$ cat src/rtl/bole_pkg.sv
package bole_pkg;

    localparam int CAPACITY_DEF = 8;

    localparam int CMD_W  = 4;
    localparam int POS_W  = 3;
    localparam int DATA_W = 32;
    localparam int FPOS_W = 4;
    localparam int CNT_W  = 4;

    localparam logic [CMD_W-1:0] CMD_APPEND       = 4'd0;
    localparam logic [CMD_W-1:0] CMD_INSERT       = 4'd1;
    localparam logic [CMD_W-1:0] CMD_REMOVE_AT    = 4'd2;
    localparam logic [CMD_W-1:0] CMD_REMOVE_FIRST = 4'd3;
    localparam logic [CMD_W-1:0] CMD_REMOVE_ALL   = 4'd4;
    localparam logic [CMD_W-1:0] CMD_UPDATE_AT    = 4'd5;
    localparam logic [CMD_W-1:0] CMD_UPDATE_MATCH = 4'd6;
    localparam logic [CMD_W-1:0] CMD_READ_AT      = 4'd7;
    localparam logic [CMD_W-1:0] CMD_FIND         = 4'd8;

    // found_position when nothing matched (-1 in four bits)
    localparam logic [FPOS_W-1:0] FPOS_NONE = '1;

    typedef enum logic [2:0] {
        C_HOLD,
        C_CMP,
        C_WRITE,
        C_INSERT,
        C_REMOVE
    } t_cell_op;

    typedef struct packed {
        t_cell_op          op;
        logic              by_match;
        logic [DATA_W-1:0] data;
    } t_cell_ctrl;

endpackage

$ cat src/rtl/bole_if.sv
interface bole_cmd_if import bole_pkg::*; ();
    logic                     valid;
    logic                     ready;
    logic [CMD_W-1:0]         command;
    logic [POS_W-1:0]         position;
    logic signed [DATA_W-1:0] value;
    logic signed [DATA_W-1:0] replacement;

    modport source (output valid, command, position, value, replacement, input ready);
    modport sink   (input valid, command, position, value, replacement, output ready);
endinterface

interface bole_rsp_if import bole_pkg::*; ();
    logic                     valid;
    logic                     ready;
    logic                     ok;
    logic signed [DATA_W-1:0] read_value;
    logic signed [FPOS_W-1:0] found_position;
    logic [CNT_W-1:0]         count;

    modport source (output valid, ok, read_value, found_position, count, input ready);
    modport sink   (input valid, ok, read_value, found_position, count, output ready);
endinterface

$ cat src/rtl/bole_cell.sv
module bole_cell import bole_pkg::*; #(
    parameter int IDX = 0,
    parameter int IW  = 1
) (
    input  logic              i_clk,
    input  logic              i_rst_n,
    input  t_cell_ctrl        i_ctrl,
    input  logic [IW-1:0]     i_pos,
    input  logic [DATA_W-1:0] i_dn_value,
    input  logic              i_dn_live,
    input  logic [DATA_W-1:0] i_up_value,
    input  logic              i_up_live,
    input  logic              i_up_hit,
    input  logic              i_hit_below,
    output logic [DATA_W-1:0] o_value,
    output logic              o_live,
    output logic              o_hit,
    output logic              o_hit_thru,
    output logic              o_first
);

    localparam logic [IW-1:0] MY_IDX = IW'(IDX);

    logic [DATA_W-1:0] r_value, n_value;
    logic              r_live, n_live;
    logic              r_hit, n_hit;
    logic              w_at, w_ge, w_above;

    assign o_value    = r_value;
    assign o_live     = r_live;
    assign o_hit      = r_hit & r_live;
    assign o_hit_thru = i_hit_below | o_hit;
    assign o_first    = o_hit & ~i_hit_below;

    // by_match: target is the first live hit in the chain
    assign w_at    = i_ctrl.by_match ? o_first    : (MY_IDX == i_pos);
    assign w_ge    = i_ctrl.by_match ? o_hit_thru : (MY_IDX >= i_pos);
    assign w_above = MY_IDX > i_pos;

    always_comb begin
        n_value = r_value;
        n_live  = r_live;
        n_hit   = r_hit;
        unique case (i_ctrl.op)
            C_HOLD: begin
            end
            C_CMP: begin
                n_hit = r_live && (r_value == i_ctrl.data);
            end
            C_WRITE: begin
                if (w_at) begin
                    n_value = i_ctrl.data;
                    n_live  = 1'b1;
                end
            end
            C_INSERT: begin
                if (w_at) begin
                    n_value = i_ctrl.data;
                    n_live  = 1'b1;
                end else if (w_above) begin
                    n_value = i_dn_value;
                    n_live  = i_dn_live;
                end
            end
            C_REMOVE: begin
                if (w_ge) begin
                    n_value = i_up_value;
                    n_live  = i_up_live;
                    n_hit   = i_up_hit;
                end
            end
            default: begin
            end
        endcase
    end

    always_ff @(posedge i_clk) begin
        if (!i_rst_n) begin
            r_live <= 1'b0;
            r_hit  <= 1'b0;
        end else begin
            r_live <= n_live;
            r_hit  <= n_hit;
        end
    end

    always_ff @(posedge i_clk) begin
        r_value <= n_value;
    end

endmodule

$ cat src/rtl/bounded_ordered_list_engine.sv
// Ordered list of up to CAPACITY signed 32-bit entries held in a chain of cells, one entry per
// cell, with a live bit per cell and an entry count. Each command request on i_cmd (append,
// insert, remove at a position, remove first match, remove all matches, update at a position,
// update first match, read, find) returns exactly one response on o_rsp with ok, read value,
// found position (-1 when absent) and the count after the command. A command passes through
// the accept cycle, in which every cell compares its entry to the request value, and then
// execute, in which cells shift one step toward or away from their neighbor or write in
// place. Remove-all stays in execute while a match is left, as the chain drops one matching
// entry per cycle. The response sits in an output register; while it waits to be taken the
// engine finishes no further command, and a new request is taken only between commands.

module bounded_ordered_list_engine import bole_pkg::*; #(
    parameter int CAPACITY = CAPACITY_DEF
) (
    input  logic           i_clk,
    input  logic           i_rst_n,
    bole_cmd_if.sink       i_cmd,
    bole_rsp_if.source     o_rsp
);

    localparam int IW   = (CAPACITY > 1) ? $clog2(CAPACITY) : 1;  // cell index width
    localparam int CW   = $clog2(CAPACITY + 1);                   // count width
    localparam int CMPW = CW + POS_W;
    localparam int RD_N = (CAPACITY < 8) ? CAPACITY : 8;          // cells a position reaches

    typedef enum logic [1:0] {
        S_IDLE = 2'b01,
        S_EXEC = 2'b10
    } t_state;

    t_state r_state, n_state;

    // latched request
    logic [CMD_W-1:0]  r_cmd;
    logic [POS_W-1:0]  r_pos;
    logic [DATA_W-1:0] r_value;
    logic [DATA_W-1:0] r_repl;
    logic              r_removed, n_removed;

    logic [CW-1:0]     r_count, n_count;

    // response register
    logic              r_out_valid, n_out_valid;
    logic              r_ok;
    logic [DATA_W-1:0] r_rd;
    logic [FPOS_W-1:0] r_fp;
    logic [CNT_W-1:0]  r_cnt;

    // chain
    t_cell_ctrl        w_ctrl;
    logic [IW-1:0]     w_pos;
    logic [DATA_W-1:0] w_value [CAPACITY];
    logic              w_live  [CAPACITY];
    logic              w_hit   [CAPACITY];
    logic              w_thru  [CAPACITY];
    logic              w_first [CAPACITY];

    logic              w_accept, w_out_free, w_full, w_pos_valid, w_any_hit;
    logic              w_finish, w_load;
    logic              w_ok;
    logic [DATA_W-1:0] w_rd, w_read_mux;
    logic [FPOS_W-1:0] w_fp, w_first_idx;

    assign i_cmd.ready    = (r_state == S_IDLE);
    assign w_accept       = i_cmd.valid && i_cmd.ready;

    assign o_rsp.valid          = r_out_valid;
    assign o_rsp.ok             = r_ok;
    assign o_rsp.read_value     = r_rd;
    assign o_rsp.found_position = r_fp;
    assign o_rsp.count          = r_cnt;

    assign w_out_free  = !r_out_valid || o_rsp.ready;
    assign w_full      = (r_count == CW'(CAPACITY));
    assign w_pos_valid = (CMPW'(r_pos) < CMPW'(r_count));
    assign w_any_hit   = w_thru[CAPACITY-1];

    generate
        for (genvar g = 0; g < CAPACITY; g++) begin : g_cell
            logic [DATA_W-1:0] w_dn_value, w_up_value;
            logic              w_dn_live, w_up_live, w_up_hit, w_below;

            if (g == 0) begin : g_first
                assign w_dn_value = '0;
                assign w_dn_live  = 1'b0;
                assign w_below    = 1'b0;
            end else begin : g_mid
                assign w_dn_value = w_value[g-1];
                assign w_dn_live  = w_live[g-1];
                assign w_below    = w_thru[g-1];
            end

            if (g == CAPACITY - 1) begin : g_last
                assign w_up_value = '0;
                assign w_up_live  = 1'b0;
                assign w_up_hit   = 1'b0;
            end else begin : g_inner
                assign w_up_value = w_value[g+1];
                assign w_up_live  = w_live[g+1];
                assign w_up_hit   = w_hit[g+1];
            end

            bole_cell #(
                .IDX (g),
                .IW  (IW)
            ) u_cell (
                .i_clk       (i_clk),
                .i_rst_n     (i_rst_n),
                .i_ctrl      (w_ctrl),
                .i_pos       (w_pos),
                .i_dn_value  (w_dn_value),
                .i_dn_live   (w_dn_live),
                .i_up_value  (w_up_value),
                .i_up_live   (w_up_live),
                .i_up_hit    (w_up_hit),
                .i_hit_below (w_below),
                .o_value     (w_value[g]),
                .o_live      (w_live[g]),
                .o_hit       (w_hit[g]),
                .o_hit_thru  (w_thru[g]),
                .o_first     (w_first[g])
            );
        end
    endgenerate

    // read port: a 3-bit position only reaches the lowest cells
    always_comb begin
        w_read_mux = '0;
        for (int i = 0; i < RD_N; i++) begin
            if (r_pos == POS_W'(i)) begin
                w_read_mux = w_value[i];
            end
        end
    end

    // first hit is one-hot, so an OR of the indexes encodes it
    always_comb begin
        w_first_idx = '0;
        for (int i = 0; i < CAPACITY; i++) begin
            if (w_first[i]) begin
                w_first_idx = w_first_idx | FPOS_W'(i);
            end
        end
    end

    // remove-all keeps looping while a live hit is left
    assign w_finish = !((r_cmd == CMD_REMOVE_ALL) && w_any_hit);
    assign w_load   = (r_state == S_EXEC) && w_finish && w_out_free;

    always_comb begin
        w_ctrl.op       = C_HOLD;
        w_ctrl.by_match = 1'b0;
        w_ctrl.data     = r_value;
        w_pos           = IW'(r_pos);
        w_ok            = 1'b0;
        w_rd            = '0;
        w_fp            = '0;
        n_count         = r_count;
        n_removed       = r_removed;

        if (r_state == S_IDLE) begin
            // compare against the incoming value so hits are ready at execute
            w_ctrl.op   = C_CMP;
            w_ctrl.data = i_cmd.value;
            n_removed   = 1'b0;
        end else if (!w_finish || w_out_free) begin
            unique case (r_cmd)
                CMD_APPEND: begin
                    if (!w_full) begin
                        w_ctrl.op = C_WRITE;
                        w_pos     = IW'(r_count);
                        w_ok      = 1'b1;
                        n_count   = r_count + CW'(1);
                    end
                end
                CMD_INSERT: begin
                    if (!w_full && w_pos_valid) begin
                        w_ctrl.op = C_INSERT;
                        w_ok      = 1'b1;
                        n_count   = r_count + CW'(1);
                    end
                end
                CMD_REMOVE_AT: begin
                    if (w_pos_valid) begin
                        w_ctrl.op = C_REMOVE;
                        w_ok      = 1'b1;
                        n_count   = r_count - CW'(1);
                    end
                end
                CMD_REMOVE_FIRST: begin
                    if (w_any_hit) begin
                        w_ctrl.op       = C_REMOVE;
                        w_ctrl.by_match = 1'b1;
                        w_ok            = 1'b1;
                        n_count         = r_count - CW'(1);
                    end
                end
                CMD_REMOVE_ALL: begin
                    if (w_any_hit) begin
                        w_ctrl.op       = C_REMOVE;
                        w_ctrl.by_match = 1'b1;
                        n_count         = r_count - CW'(1);
                        n_removed       = 1'b1;
                    end else begin
                        w_ok = r_removed;
                    end
                end
                CMD_UPDATE_AT: begin
                    if (w_pos_valid) begin
                        w_ctrl.op = C_WRITE;
                        w_ok      = 1'b1;
                    end
                end
                CMD_UPDATE_MATCH: begin
                    if (w_any_hit) begin
                        w_ctrl.op       = C_WRITE;
                        w_ctrl.by_match = 1'b1;
                        w_ctrl.data     = r_repl;
                        w_ok            = 1'b1;
                    end
                end
                CMD_READ_AT: begin
                    if (w_pos_valid) begin
                        w_rd = w_read_mux;
                        w_ok = 1'b1;
                    end
                end
                CMD_FIND: begin
                    if (w_any_hit) begin
                        w_fp = w_first_idx;
                        w_ok = 1'b1;
                    end else begin
                        w_fp = FPOS_NONE;
                    end
                end
                default: begin
                end
            endcase
        end
    end

    always_comb begin
        n_state = r_state;
        unique case (r_state)
            S_IDLE: begin
                if (w_accept) begin
                    n_state = S_EXEC;
                end
            end
            S_EXEC: begin
                if (w_load) begin
                    n_state = S_IDLE;
                end
            end
            default: begin
                n_state = S_IDLE;
            end
        endcase
    end

    always_comb begin
        n_out_valid = r_out_valid;
        if (w_load) begin
            n_out_valid = 1'b1;
        end else if (o_rsp.ready) begin
            n_out_valid = 1'b0;
        end
    end

    always_ff @(posedge i_clk) begin
        if (!i_rst_n) begin
            r_state     <= S_IDLE;
            r_count     <= '0;
            r_removed   <= 1'b0;
            r_out_valid <= 1'b0;
        end else begin
            r_state     <= n_state;
            r_count     <= n_count;
            r_removed   <= n_removed;
            r_out_valid <= n_out_valid;
        end
    end

    always_ff @(posedge i_clk) begin
        if (w_accept) begin
            r_cmd   <= i_cmd.command;
            r_pos   <= i_cmd.position;
            r_value <= i_cmd.value;
            r_repl  <= i_cmd.replacement;
        end
        if (w_load) begin
            r_ok  <= w_ok;
            r_rd  <= w_rd;
            r_fp  <= w_fp;
            r_cnt <= CNT_W'(n_count);
        end
    end

endmodule
$ cat src/flat_wrapper.sv
// flat-port wrapper written by rule: the top's interface ports become plain ports
module bounded_ordered_list_engine_flat import bole_pkg::*;
#(
    parameter int CAPACITY = CAPACITY_DEF
)
  (i_clk, i_rst_n, i_cmd_valid, i_cmd_command, i_cmd_position, i_cmd_value, i_cmd_replacement, i_cmd_ready, o_rsp_valid, o_rsp_ok, o_rsp_read_value, o_rsp_found_position, o_rsp_count, o_rsp_ready);
  bole_cmd_if i_cmd_i ();
  bole_rsp_if o_rsp_i ();
  input  logic i_clk;
  input  logic i_rst_n;
  input wire logic [$bits(i_cmd_i.valid)-1:0] i_cmd_valid;
  input wire logic [$bits(i_cmd_i.command)-1:0] i_cmd_command;
  input wire logic [$bits(i_cmd_i.position)-1:0] i_cmd_position;
  input wire logic [$bits(i_cmd_i.value)-1:0] i_cmd_value;
  input wire logic [$bits(i_cmd_i.replacement)-1:0] i_cmd_replacement;
  output wire logic [$bits(i_cmd_i.ready)-1:0] i_cmd_ready;
  output wire logic [$bits(o_rsp_i.valid)-1:0] o_rsp_valid;
  output wire logic [$bits(o_rsp_i.ok)-1:0] o_rsp_ok;
  output wire logic [$bits(o_rsp_i.read_value)-1:0] o_rsp_read_value;
  output wire logic [$bits(o_rsp_i.found_position)-1:0] o_rsp_found_position;
  output wire logic [$bits(o_rsp_i.count)-1:0] o_rsp_count;
  input wire logic [$bits(o_rsp_i.ready)-1:0] o_rsp_ready;
  assign i_cmd_i.valid = i_cmd_valid;
  assign i_cmd_i.command = i_cmd_command;
  assign i_cmd_i.position = i_cmd_position;
  assign i_cmd_i.value = i_cmd_value;
  assign i_cmd_i.replacement = i_cmd_replacement;
  assign i_cmd_ready = i_cmd_i.ready;
  assign o_rsp_valid = o_rsp_i.valid;
  assign o_rsp_ok = o_rsp_i.ok;
  assign o_rsp_read_value = o_rsp_i.read_value;
  assign o_rsp_found_position = o_rsp_i.found_position;
  assign o_rsp_count = o_rsp_i.count;
  assign o_rsp_i.ready = o_rsp_ready;
  bounded_ordered_list_engine #(.CAPACITY(CAPACITY)) u_core (.i_clk(i_clk), .i_rst_n(i_rst_n), .i_cmd(i_cmd_i), .o_rsp(o_rsp_i));
endmodule
$ cat config.mk
export PLATFORM = sky130hd
export DESIGN_NAME = bounded_ordered_list_engine_flat
export DESIGN_NICKNAME = d
export VERILOG_FILES = /design/src/rtl/bole_pkg.sv /design/src/rtl/bole_if.sv /design/src/rtl/bole_cell.sv /design/src/rtl/bounded_ordered_list_engine.sv /design/src/flat_wrapper.sv
export SDC_FILE = /design/constraint.sdc
export NUM_CORES = 1
export LEC_CHECK = 0
export BUFFER_PORTS_ARGS = -buffer_cell sky130_fd_sc_hd__buf_2
export CORE_AREA = 2 2 267 269
export CTS_CLUSTER_DIAMETER = 100
export DETAILED_ROUTE_END_ITERATION = 7
export DIE_AREA = 0 0 269 271
export GPL_TIMING_DRIVEN = 0
export HOLD_SLACK_MARGIN = 0.1
export SYNTH_ARGS = -nofsm -noshare
export SYNTH_HDL_FRONTEND = slang
export SYNTH_HIERARCHICAL = 1
export SYNTH_SLANG_ARGS = --single-unit
$ cat constraint.sdc
create_clock -name i_clk -period 11.65 [get_ports i_clk]
set_input_delay 3.495 -clock i_clk [delete_from_list [all_inputs] [get_ports i_clk]]
set_output_delay 3.495 -clock i_clk [all_outputs]
set_load 0.01 [all_outputs]
# ---- After elaboration in Yosys (flattened, before gate mapping)
# Index checks and enable logic that the tools add are counted.
dict set report word_totals {
  reg_bits 392
  out_inout_bits 43
}
dict set report op_classes {
  add_sub_neg 2
  magnitude_cmp 17
  n_eq_ne 63
  n_mux 162
  n_bitwise 34
  reduce_logical 49
}
# op n
set ops {}
lappend ops {{$mux 32} 42}
lappend ops {{$pmux 32 s3} 8}
lappend ops {{$eq 32x32->1} 8}
lappend ops {{$mux 1} 64}
lappend ops {{$mux 36} 1}
lappend ops {{$mux 35} 1}
lappend ops {{$ne 2x2->1 const B} 17}
lappend ops {{$mux 4} 8}
lappend ops {{$reduce_and 4->1} 8}
lappend ops {{$mux 3} 10}
lappend ops {{$ne 3x3->1 const B} 8}
lappend ops {{$pmux 1 s3} 8}
lappend ops {{$pmux 1 s2} 9}
lappend ops {{$pmux 3 s6} 1}
lappend ops {{$reduce_and 2->1} 9}
lappend ops {{$eq 4x3->1 const B} 4}
lappend ops {{$pmux 4 s4} 1}
lappend ops {{$and 1x1->1} 15}
lappend ops {{$eq 3x3->1 const B} 5}
lappend ops {{$mux 2} 7}
lappend ops {{$logic_and 1x1->1} 13}
lappend ops {{$eq 3x2->1 const B} 4}
lappend ops {{$eq 3x3->1 const A} 4}
lappend ops {{$ge 3x3->1 const A} 4}
lappend ops {{other kinds (31)} 68}

# ---- Longest topological paths before layout
# Gate-level depths: netlist (run 1).
dict set report logic_depth {
  word_depth 16
  ltp_mapped 24
  depth_no_buf 21
}

# ---- By module
# Netlist (run 1), hierarchy kept.
# mod n_inst cells_per_inst area_each_um2 seq_area_each_um2
set modules_own_cells {}
lappend modules_own_cells {bounded_ordered_list_engine 1 591 7320.8 3523.4}
lappend modules_own_cells {{bole_cell (u_core.g_cell[1].u_cell)} 1 214 2182.1 1001.0}
lappend modules_own_cells {{bole_cell (u_core.g_cell[4].u_cell)} 1 214 2139.6 1001.0}
lappend modules_own_cells {{bole_cell (u_core.g_cell[5].u_cell)} 1 212 2122.0 1001.0}
lappend modules_own_cells {{bole_cell (u_core.g_cell[3].u_cell)} 1 216 2120.8 1001.0}
lappend modules_own_cells {{bole_cell (u_core.g_cell[6].u_cell)} 1 213 2115.8 1001.0}
lappend modules_own_cells {{bole_cell (u_core.g_cell[0].u_cell)} 1 209 2103.3 1001.0}
lappend modules_own_cells {{bole_cell (u_core.g_cell[2].u_cell)} 1 214 2099.5 1001.0}
lappend modules_own_cells {{bole_cell (u_core.g_cell[7].u_cell)} 1 210 2064.5 1001.0}

# ---- Worst setup path after synthesis (run 1)
# OpenSTA, ideal clock, no wires.
dict set report synth_timing {
  path_kind {in2reg}
  from {input port o_rsp_ready}
  to {register u_core.g_cell[6].u_cell.r_value[0] (enable)}
  t_arrival_ns 11.735
  required_ns 11.179
  path_slack_ns -0.555
  stages 5
  path_buffers 0
  cell_sequence {nor2b_1 a21o_1 a2111oi_0 nand2b_1 o21ai_0}
}
# item line
set synth_rtl {}
lappend synth_rtl {{start, declared} flat_wrapper.sv:22} ;# input wire logic [$bits(o_rsp_i.ready)-1:0] o_rsp_ready;
lappend synth_rtl {{end signal, assigned} bole_cell.sv:88} ;# r_value <= n_value;
lappend synth_rtl {{end, declared} bole_cell.sv:24} ;# logic [DATA_W-1:0] r_value, n_value;

==> load_flow_metrics.sql, run 1 <==
INSERT INTO impl_metrics (metric_group, metric, value, unit) VALUES
('finish', 'layout.core_utilization', '41.3', '%'),
('sta', 'final-hold-violation-count', '0', ''),
('yosys', 'post_synth_inst_count', '2292', ''),
('finish', 'layout-drive-gt1-share', '17.4', '%'),
('sta', 'setup_viol', '0', ''),
('sta', 'setup_ws', '4.69', 'ns'),
('floorplan', 'core.rowCount', '97', ''),
('power', 'post-layout-total-power', '3.86', 'mW'),
('min_path', 'min_path_cells', '2', ''),
('route', 'drt.antenna.violating_nets', '0', ''),
('route', 'drt_first_pass_iters', '8', ''),
('critical_path', 'cp.required', '12.17', 'ns'),
('cts', 'clock_insertion_delay_worst_skew', '0.64', 'ns'),
('sta', 'timing.fmax', '144', 'MHz'),
('sta', 'rsz0062_at_grt', 'no', ''),
('route', 'drc_errors', '1', ''),
('route', 'wl_met1', '39800', 'um'),
('global_routing', 'antenna_violations_before_repair', '2', ''),
('cts', 'numCtsBuffers', '49', ''),
('cts', 'clock_tree.root_cell', 'sky130_fd_sc_hd__clkbuf_16', ''),
('floorplan', 'floorplan.initialDensity', '34.8', '%'),
('critical_path', 'cp.arrival', '7.47', 'ns'),
('sta', 'worst-slew-pin-transition', '1.18', 'ns'),
('floorplan', 'fp.coreArea', '0.0698', 'mm^2'),
('min_path', 'worstHoldStart', 'u_core/r_removed$_SDFFE_PP0P_', ''),
('floorplan', 'floorplan.die_area', '0.0729', 'mm^2'),
('critical_path', 'worst_r2r_startpoint', 'u_core/g_cell[0].u_cell/o_live$_SDFFE_PN0P_', ''),
('placement', 'place_worst_setup_slack', '4.29', 'ns'),
('cts', 'cts_hold_buffers', '0', ''),
('sta', 'relSlewSlack', '20.7', '%'),
('finish', 'layoutNonFillerInstCount', '3560', ''),
('sta', 'worst_clock_skew', '0.0645', 'ns'),
('route', 'routed_wirelength', '97900', 'um'),
('route', 'routed.top_layer', 'met5', ''),
('route', 'routed-via-count', '21100', ''),
('placement', 'post-dp-hpwl', '75100', 'um'),
('critical_path', 'start_kind', 'input port', ''),
('power', 'worst_supply_voltage_drop_on_vdd', '0.109', 'mV'),
('route', 'vias_per_cell', '5.92', ''),
('finish', 'finalInstanceArea', '0.0288', 'mm^2'),
('critical_path', 'slack_of_the_worst_reg_to_reg_path', '5.20', 'ns'),
('placement', 'post_dp_cell_area', '0.0272', 'mm^2'),
('finish', 'syn2layout_area_growth', '18.9', '%'),
('placement', 'numPlacedInstances', '3469', ''),
('cts', 'cts.repair_timing.setup_buffer_count', '0', ''),
('route', 'routed-wl-met2', '43900', 'um'),
('global_routing', 'grt.overflow.total', '0', ''),
('cts', 'cts_max_path_buffers', '3', ''),
('route', 'detailedRoute.firstIterationViolations', '3173', ''),
('outcome', 'failing_checks', 'design-rule violations', ''),
('yosys', 'summed_instance_area_of_the_synthesized_netlist', '0.0243', 'mm^2'),
('critical_path', 'ff2ff_path_depth', '24', ''),
('placement', 'numPortBuffers', '117', ''),
('cts', 'cts_htree_levels', '2', ''),
('floorplan', 'die_w', '269', 'um'),
('global_routing', 'grt_pass1_vias', '20000', ''),
('sta', 'min_period', '6.96', 'ns'),
('cts', 'cts_tree', 'built', ''),
('route', 'wl_per_cell', '27.5', 'um'),
('yosys', 'post_synth.cell_area_avg', '10.6', 'um^2'),
('power', 'power_per_cell_area', '134', 'mW/mm^2'),
('global_routing', 'groute.usage.overall', '26.3', '%'),
('global_routing', 'global_route_wire_length_before_repair', '140000', 'um'),
('outcome', 'run_status', 'complete, but fails checks', ''),
('floorplan', 'die_h', '271', 'um'),
('critical_path', 'critical_path.endpoint_type', 'flip-flop', ''),
('route', 'routed-wl-met3', '10700', 'um'),
('sta', 'finalCritPeriodShare', '59.7', '%'),
('sta', 'fin_tns_setup', '0', 'ns'),
('finish', 'num-nets-final', '2659', ''),
('sta', 'whs', '0.474', 'ns');
-- critical path: stages --
cell and delay (ns):
sky130_fd_sc_hd__buf_2 0.08, sky130_fd_sc_hd__nor2b_1 0.11, sky130_fd_sc_hd__nor3_2 0.55, sky130_fd_sc_hd__buf_4 0.36, sky130_fd_sc_hd__mux2i_1 0.12, sky130_fd_sc_hd__o21ai_2 0.61
sky130_fd_sc_hd__buf_8 0.25, sky130_fd_sc_hd__xor2_1 0.09, sky130_fd_sc_hd__nor4_1 0.95, sky130_fd_sc_hd__nand4_1 0.21, sky130_fd_sc_hd__nor4_1 0.38, sky130_fd_sc_hd__a32o_1 0.23
-- report_power, final --
group	switching (mW)	internal (mW)
combinational	0.426	0.231
clock	0.650	0.932
sequential	0.0219	1.60
-- state kept, by name, indices dropped and copies added, names as in the netlist --
| register | count |
|---|---|
| u_core/g_cell.u_cell/o_value | 256 |
| u_core/o_rsp.read_value | 32 |
| u_core/r_repl | 32 |
| u_core/r_value | 32 |
| u_core/g_cell.u_cell/o_live | 8 |
| u_core/g_cell.u_cell/r_hit | 8 |
| u_core/o_rsp.count | 4 |
| u_core/o_rsp.found_position | 4 |
| u_core/r_cmd | 4 |
| u_core/r_count | 4 |
| u_core/r_pos | 3 |
| u_core/r_state | 2 |
| u_core/o_rsp.ok | 1 |
| u_core/o_rsp.valid | 1 |
| u_core/r_removed | 1 |
-- cells in the final DEF (no fill, tap or decap), types with 53 or more instances in the layout --
| cell | count |
|---|---|
| sky130_fd_sc_hd__nand2_1 | 524 |
| sky130_fd_sc_hd__edfxtp_1 | 368 |
| sky130_fd_sc_hd__a22oi_1 | 202 |
| sky130_fd_sc_hd__buf_2 | 167 |
| sky130_fd_sc_hd__xor2_1 | 156 |
| sky130_fd_sc_hd__mux2i_1 | 123 |
| sky130_fd_sc_hd__xnor2_1 | 101 |
| sky130_fd_sc_hd__conb_1 | 70 |
| sky130_fd_sc_hd__clkbuf_1 | 63 |
| sky130_fd_sc_hd__o21ai_0 | 57 |
| sky130_fd_sc_hd__nor2_1 | 53 |
-- final cells by class --
cell class / instances / area [um^2]
multi-input combinational: 1810 / 12400
clock buffer: 61 / 1270
buffer: 126 / 666
inverter: 33 / 124
clock inverter: 28 / 364
sequential: 392 / 11500
tap: 940 / 1180
fill: 6708 / 40900
antenna: 2 / 5.00
timing repair buffer: 168 / 1300
-- worst max-delay path by stage --
stage,startpoint,end,slack [ns],cells after the start
after detailed placement,o_rsp_ready,u_core/g_cell[5].u_cell/o_value[15]$_DFFE_PP_,4.29,12
after global placement,o_rsp_ready,u_core/g_cell[6].u_cell/o_live$_SDFFE_PN0P_,-3.78,7
after CTS,o_rsp_ready,u_core/g_cell[5].u_cell/o_value[15]$_DFFE_PP_,4.89,12
after floorplan,o_rsp_ready,u_core/g_cell[6].u_cell/o_value[0]$_DFFE_PP_,1.02,5
after global routing,o_rsp_ready,u_core/g_cell[5].u_cell/o_value[23]$_DFFE_PP_,4.62,12
final,o_rsp_ready,u_core/g_cell[7].u_cell/r_hit$_SDFFE_PN0P_,4.69,12
-- layer usage --
metal / vias to the layer above / GRT usage, %
met4: 2 / 8.63
met3: 190 / 5.57
met1: 10500 / 36.3
met5: - / 0
met2: 1265 / 40.8
li1: 9110 / -
(Power assumes the default switching activity.)
==> run 2: changes to the inputs <==
- clock period: 11.65 -> 6.7 ns (I/O delays scaled with it)
==> run 2 against run 1 <==
  * The run now ends clean
  * Via count fell by 1.6%
  * Cell area decreased by 0.68%
  * Worst hold slack improved by 0.0068 ns
  * Register-to-register slack worse by 4.7 ns
  * First-iteration DRC count is 3.9% higher
  * Flip-flop and latch count did not move
  * Sequential power grew 74%
  * Largest cell class unchanged
  * Largest power group unchanged
==> load_flow_metrics.sql, run 2 (synthesis results as in run 1) <==
INSERT INTO impl_metrics (metric_group, metric, value, unit) VALUES
('cts', 'cts_tree', 'built', ''),
('floorplan', 'ioPinCount', '118', ''),
('global_routing', 'global_route_wire_length_before_repair', '139000', 'um'),
('power', 'worst_supply_voltage_drop_on_vdd', '0.195', 'mV'),
('cts', 'cts.repair_timing.setup_buffer_count', '0', ''),
('critical_path', 'cp.arrival', '6.70', 'ns'),
('power', 'share_comb_of_total_power', '17.8', '%'),
('route', 'vias_per_cell', '5.85', ''),
('run', 'drv.max_cap_violation_count', '0', ''),
('power', 'pwr-share-clk', '38.3', '%'),
('sta', 'worst-slew-pin-transition', '1.13', 'ns'),
('route', 'routed-via-count', '20800', ''),
('cts', 'clock_insertion_delay_worst_skew', '0.61', 'ns'),
('power', 'int_pwr', '4.56', 'mW'),
('floorplan', 'die_w', '269', 'um'),
('floorplan', 'floorplan.initialDensity', '34.8', '%'),
('sta', 'final-hold-violation-count', '0', ''),
('cts', 'cts_max_path_buffers', '3', ''),
('route', 'wl_per_cell', '27.2', 'um'),
('finish', 'num-nets-final', '2649', ''),
('cts', 'numCtsBuffers', '46', ''),
('sta', 'worst_clock_skew', '0.0268', 'ns'),
('cts', 'cts_hold_buffers', '0', ''),
('sta', 'relSlewSlack', '23.7', '%'),
('floorplan', 'floorplan.die_area', '0.0729', 'mm^2'),
('route', 'detailedRoute.firstIterationViolations', '3296', ''),
('finish', 'layoutNonFillerInstCount', '3546', ''),
('placement', 'post-dp-hpwl', '75000', 'um'),
('sta', 'setup_viol', '0', ''),
('global_routing', 'grt_max_degree', '73', ''),
('placement', 'post_dp_cell_area', '0.0272', 'mm^2'),
('finish', 'layout.cells.most_common', 'sky130_fd_sc_hd__nand2_1', ''),
('route', 'drt.antenna.violating_nets', '0', ''),
('power', 'leakage', '10.3', 'nW'),
('global_routing', 'grt_pass1_vias', '19700', ''),
('power', 'p_sw_share', '28.9', '%'),
('finish', 'mostFrequentLayoutCells', '524 x sky130_fd_sc_hd__nand2_1, 368 x sky130_fd_sc_hd__edfxtp_1, 202 x sky130_fd_sc_hd__a22oi_1', ''),
('finish', 'syn2layout_area_growth', '18.0', '%'),
('sta', 'rsz0062_at_grt', 'no', ''),
('route', 'drc_errors', '0', ''),
('power', 'power_per_cell_area', '224', 'mW/mm^2'),
('global_routing', 'groute.usage.overall', '26.0', '%'),
('route', 'routed_wirelength', '96600', 'um'),
('cts', 'cts_htree_levels', '2', ''),
('placement', 'numPlacedInstances', '3462', ''),
('sta', 'min_period', '6.17', 'ns'),
('sta', 'finalCritPeriodShare', '92.1', '%'),
('critical_path', 'ff2ff_path_depth', '22', ''),
('cts', 'path_clk_slew', '0.06', 'ns'),
('critical_path', 'start_kind', 'flip-flop', ''),
('floorplan', 'fp.coreArea', '0.0698', 'mm^2'),
('min_path', 'holdCritPathClass', 'flip-flop to flip-flop', ''),
('power', 'power_switching', '1.85', 'mW'),
('sta', 'whs', '0.481', 'ns'),
('floorplan', 'die_h', '271', 'um'),
('placement', 'numPortBuffers', '117', ''),
('power', 'post-layout-total-power', '6.41', 'mW'),
('sta', 'finalMaxSlewViolations', '0', ''),
('critical_path', 'critical_path.endpoint_type', 'flip-flop', ''),
('power', 'p_seq_share', '43.9', '%'),
('finish', 'layout.core_utilization', '41.0', '%'),
('cts', 'clock_tree.root_cell', 'sky130_fd_sc_hd__clkbuf_16', ''),
('route', 'drt_first_pass_iters', '6', ''),
('cts', 'cts_sinks', '392', ''),
('finish', 'finalInstanceArea', '0.0286', 'mm^2'),
('floorplan', 'core.rowCount', '97', ''),
('min_path', 'min_path_cells', '2', ''),
('finish', 'flip_flop_count_of_the_largest_register_after_layout', '256', ''),
('critical_path', 'category_of_the_most_critical_setup_path', 'flip-flop to flip-flop', ''),
('critical_path', 'cp.required', '7.23', 'ns'),
('global_routing', 'grt.overflow.total', '0', ''),
('critical_path', 'crit_path_max_fanout', '11', ''),
('outcome', 'run_status', 'complete, no violations', ''),
('cts', 'cts_repair_resize_count', '0', ''),
('placement', 'routabilityCongestion', '0.979', ''),
('finish', 'layout-drive-gt1-share', '17.0', '%'),
('sta', 'timing.fmax', '162', 'MHz'),
('global_routing', 'antenna_violations_before_repair', '1', '');
## run 2: worst max-delay path, stage by stage, from the launching register on
cell and delay (ns):
sky130_fd_sc_hd__dfxtp_1 0.36, sky130_fd_sc_hd__a21o_1 0.22, sky130_fd_sc_hd__a21oi_1 0.27, sky130_fd_sc_hd__inv_1 0.14, sky130_fd_sc_hd__nand2b_1 0.22, sky130_fd_sc_hd__a21oi_1 0.24
sky130_fd_sc_hd__inv_1 0.12, sky130_fd_sc_hd__a21o_1 0.20, sky130_fd_sc_hd__a21o_1 0.20, sky130_fd_sc_hd__nand2b_1 0.19, sky130_fd_sc_hd__a21oi_1 0.24, sky130_fd_sc_hd__inv_1 0.20
sky130_fd_sc_hd__nand3b_1 0.16, sky130_fd_sc_hd__nor3_2 0.11, sky130_fd_sc_hd__buf_4 0.25, sky130_fd_sc_hd__mux2i_1 0.15, sky130_fd_sc_hd__o21ai_2 0.76, sky130_fd_sc_hd__buf_8 0.25
sky130_fd_sc_hd__xor2_1 0.08, sky130_fd_sc_hd__nor4_1 0.88, sky130_fd_sc_hd__nand4_1 0.21, sky130_fd_sc_hd__nor4_1 0.39, sky130_fd_sc_hd__a32o_1 0.22
## run 2: power groups by stage
stage	logic (mW)	clock network [mW]	registers (mW)
6_report	1.14	2.45	2.82
5_1_grt	1.21	2.58	2.82
4_1_cts	1.11	2.49	2.82
3_5_place_dp	1.10	0	2.87
3_3_place_gp	1.01	0	2.87
2_1_floorplan	0.668	0	2.85
## run 2: metrics by stage
stage | setup slack, ns | setup TNS [ns]
floorplan | 0.278 | 0
global placement | -2.20 | -401.24
detailed placement | 0.390 | 0
CTS | 0.301 | 0
global route | 0.227 | 0
finish | 0.527 | 0
## run 2: metal layers
layer / GRT usage (%) / wire, um / up-vias
met1: 35.9 / 39800 / 10400
met5: 0 / 13 / -
met2: 41.0 / 44200 / 1150
li1: - / - / 9083
met4: 6.23 / 2200 / 2
met3: 6.25 / 10400 / 131
## run 2: worst paths after layout
check / startpoint / slack [ns] / end
worst max-delay path: u_core/g_cell[0].u_cell/o_live$_SDFFE_PN0P_ / 0.53 / u_core/g_cell[7].u_cell/r_hit$_SDFFE_PN0P_
worst min-delay path: u_core/r_removed$_SDFFE_PP0P_ / 0.48 / u_core/r_removed$_SDFFE_PP0P_
worst max register to register: u_core/g_cell[0].u_cell/o_live$_SDFFE_PN0P_ / 0.53 / u_core/g_cell[7].u_cell/r_hit$_SDFFE_PN0P_
worst min register to register: u_core/r_removed$_SDFFE_PP0P_ / 0.48 / u_core/r_removed$_SDFFE_PP0P_
## run 2: final cells by class
type	instances	area, um^2
Fill cell	6728	41100
Multi-Input combinational cell	1810	12400
Sequential cell	392	11500
Timing Repair Buffer	161	1280
Clock buffer	63	1250
Tap cell	940	1180
Buffer	126	666
Clock inverter	20	169
Inverter	33	124
Antenna cell	1	2.50
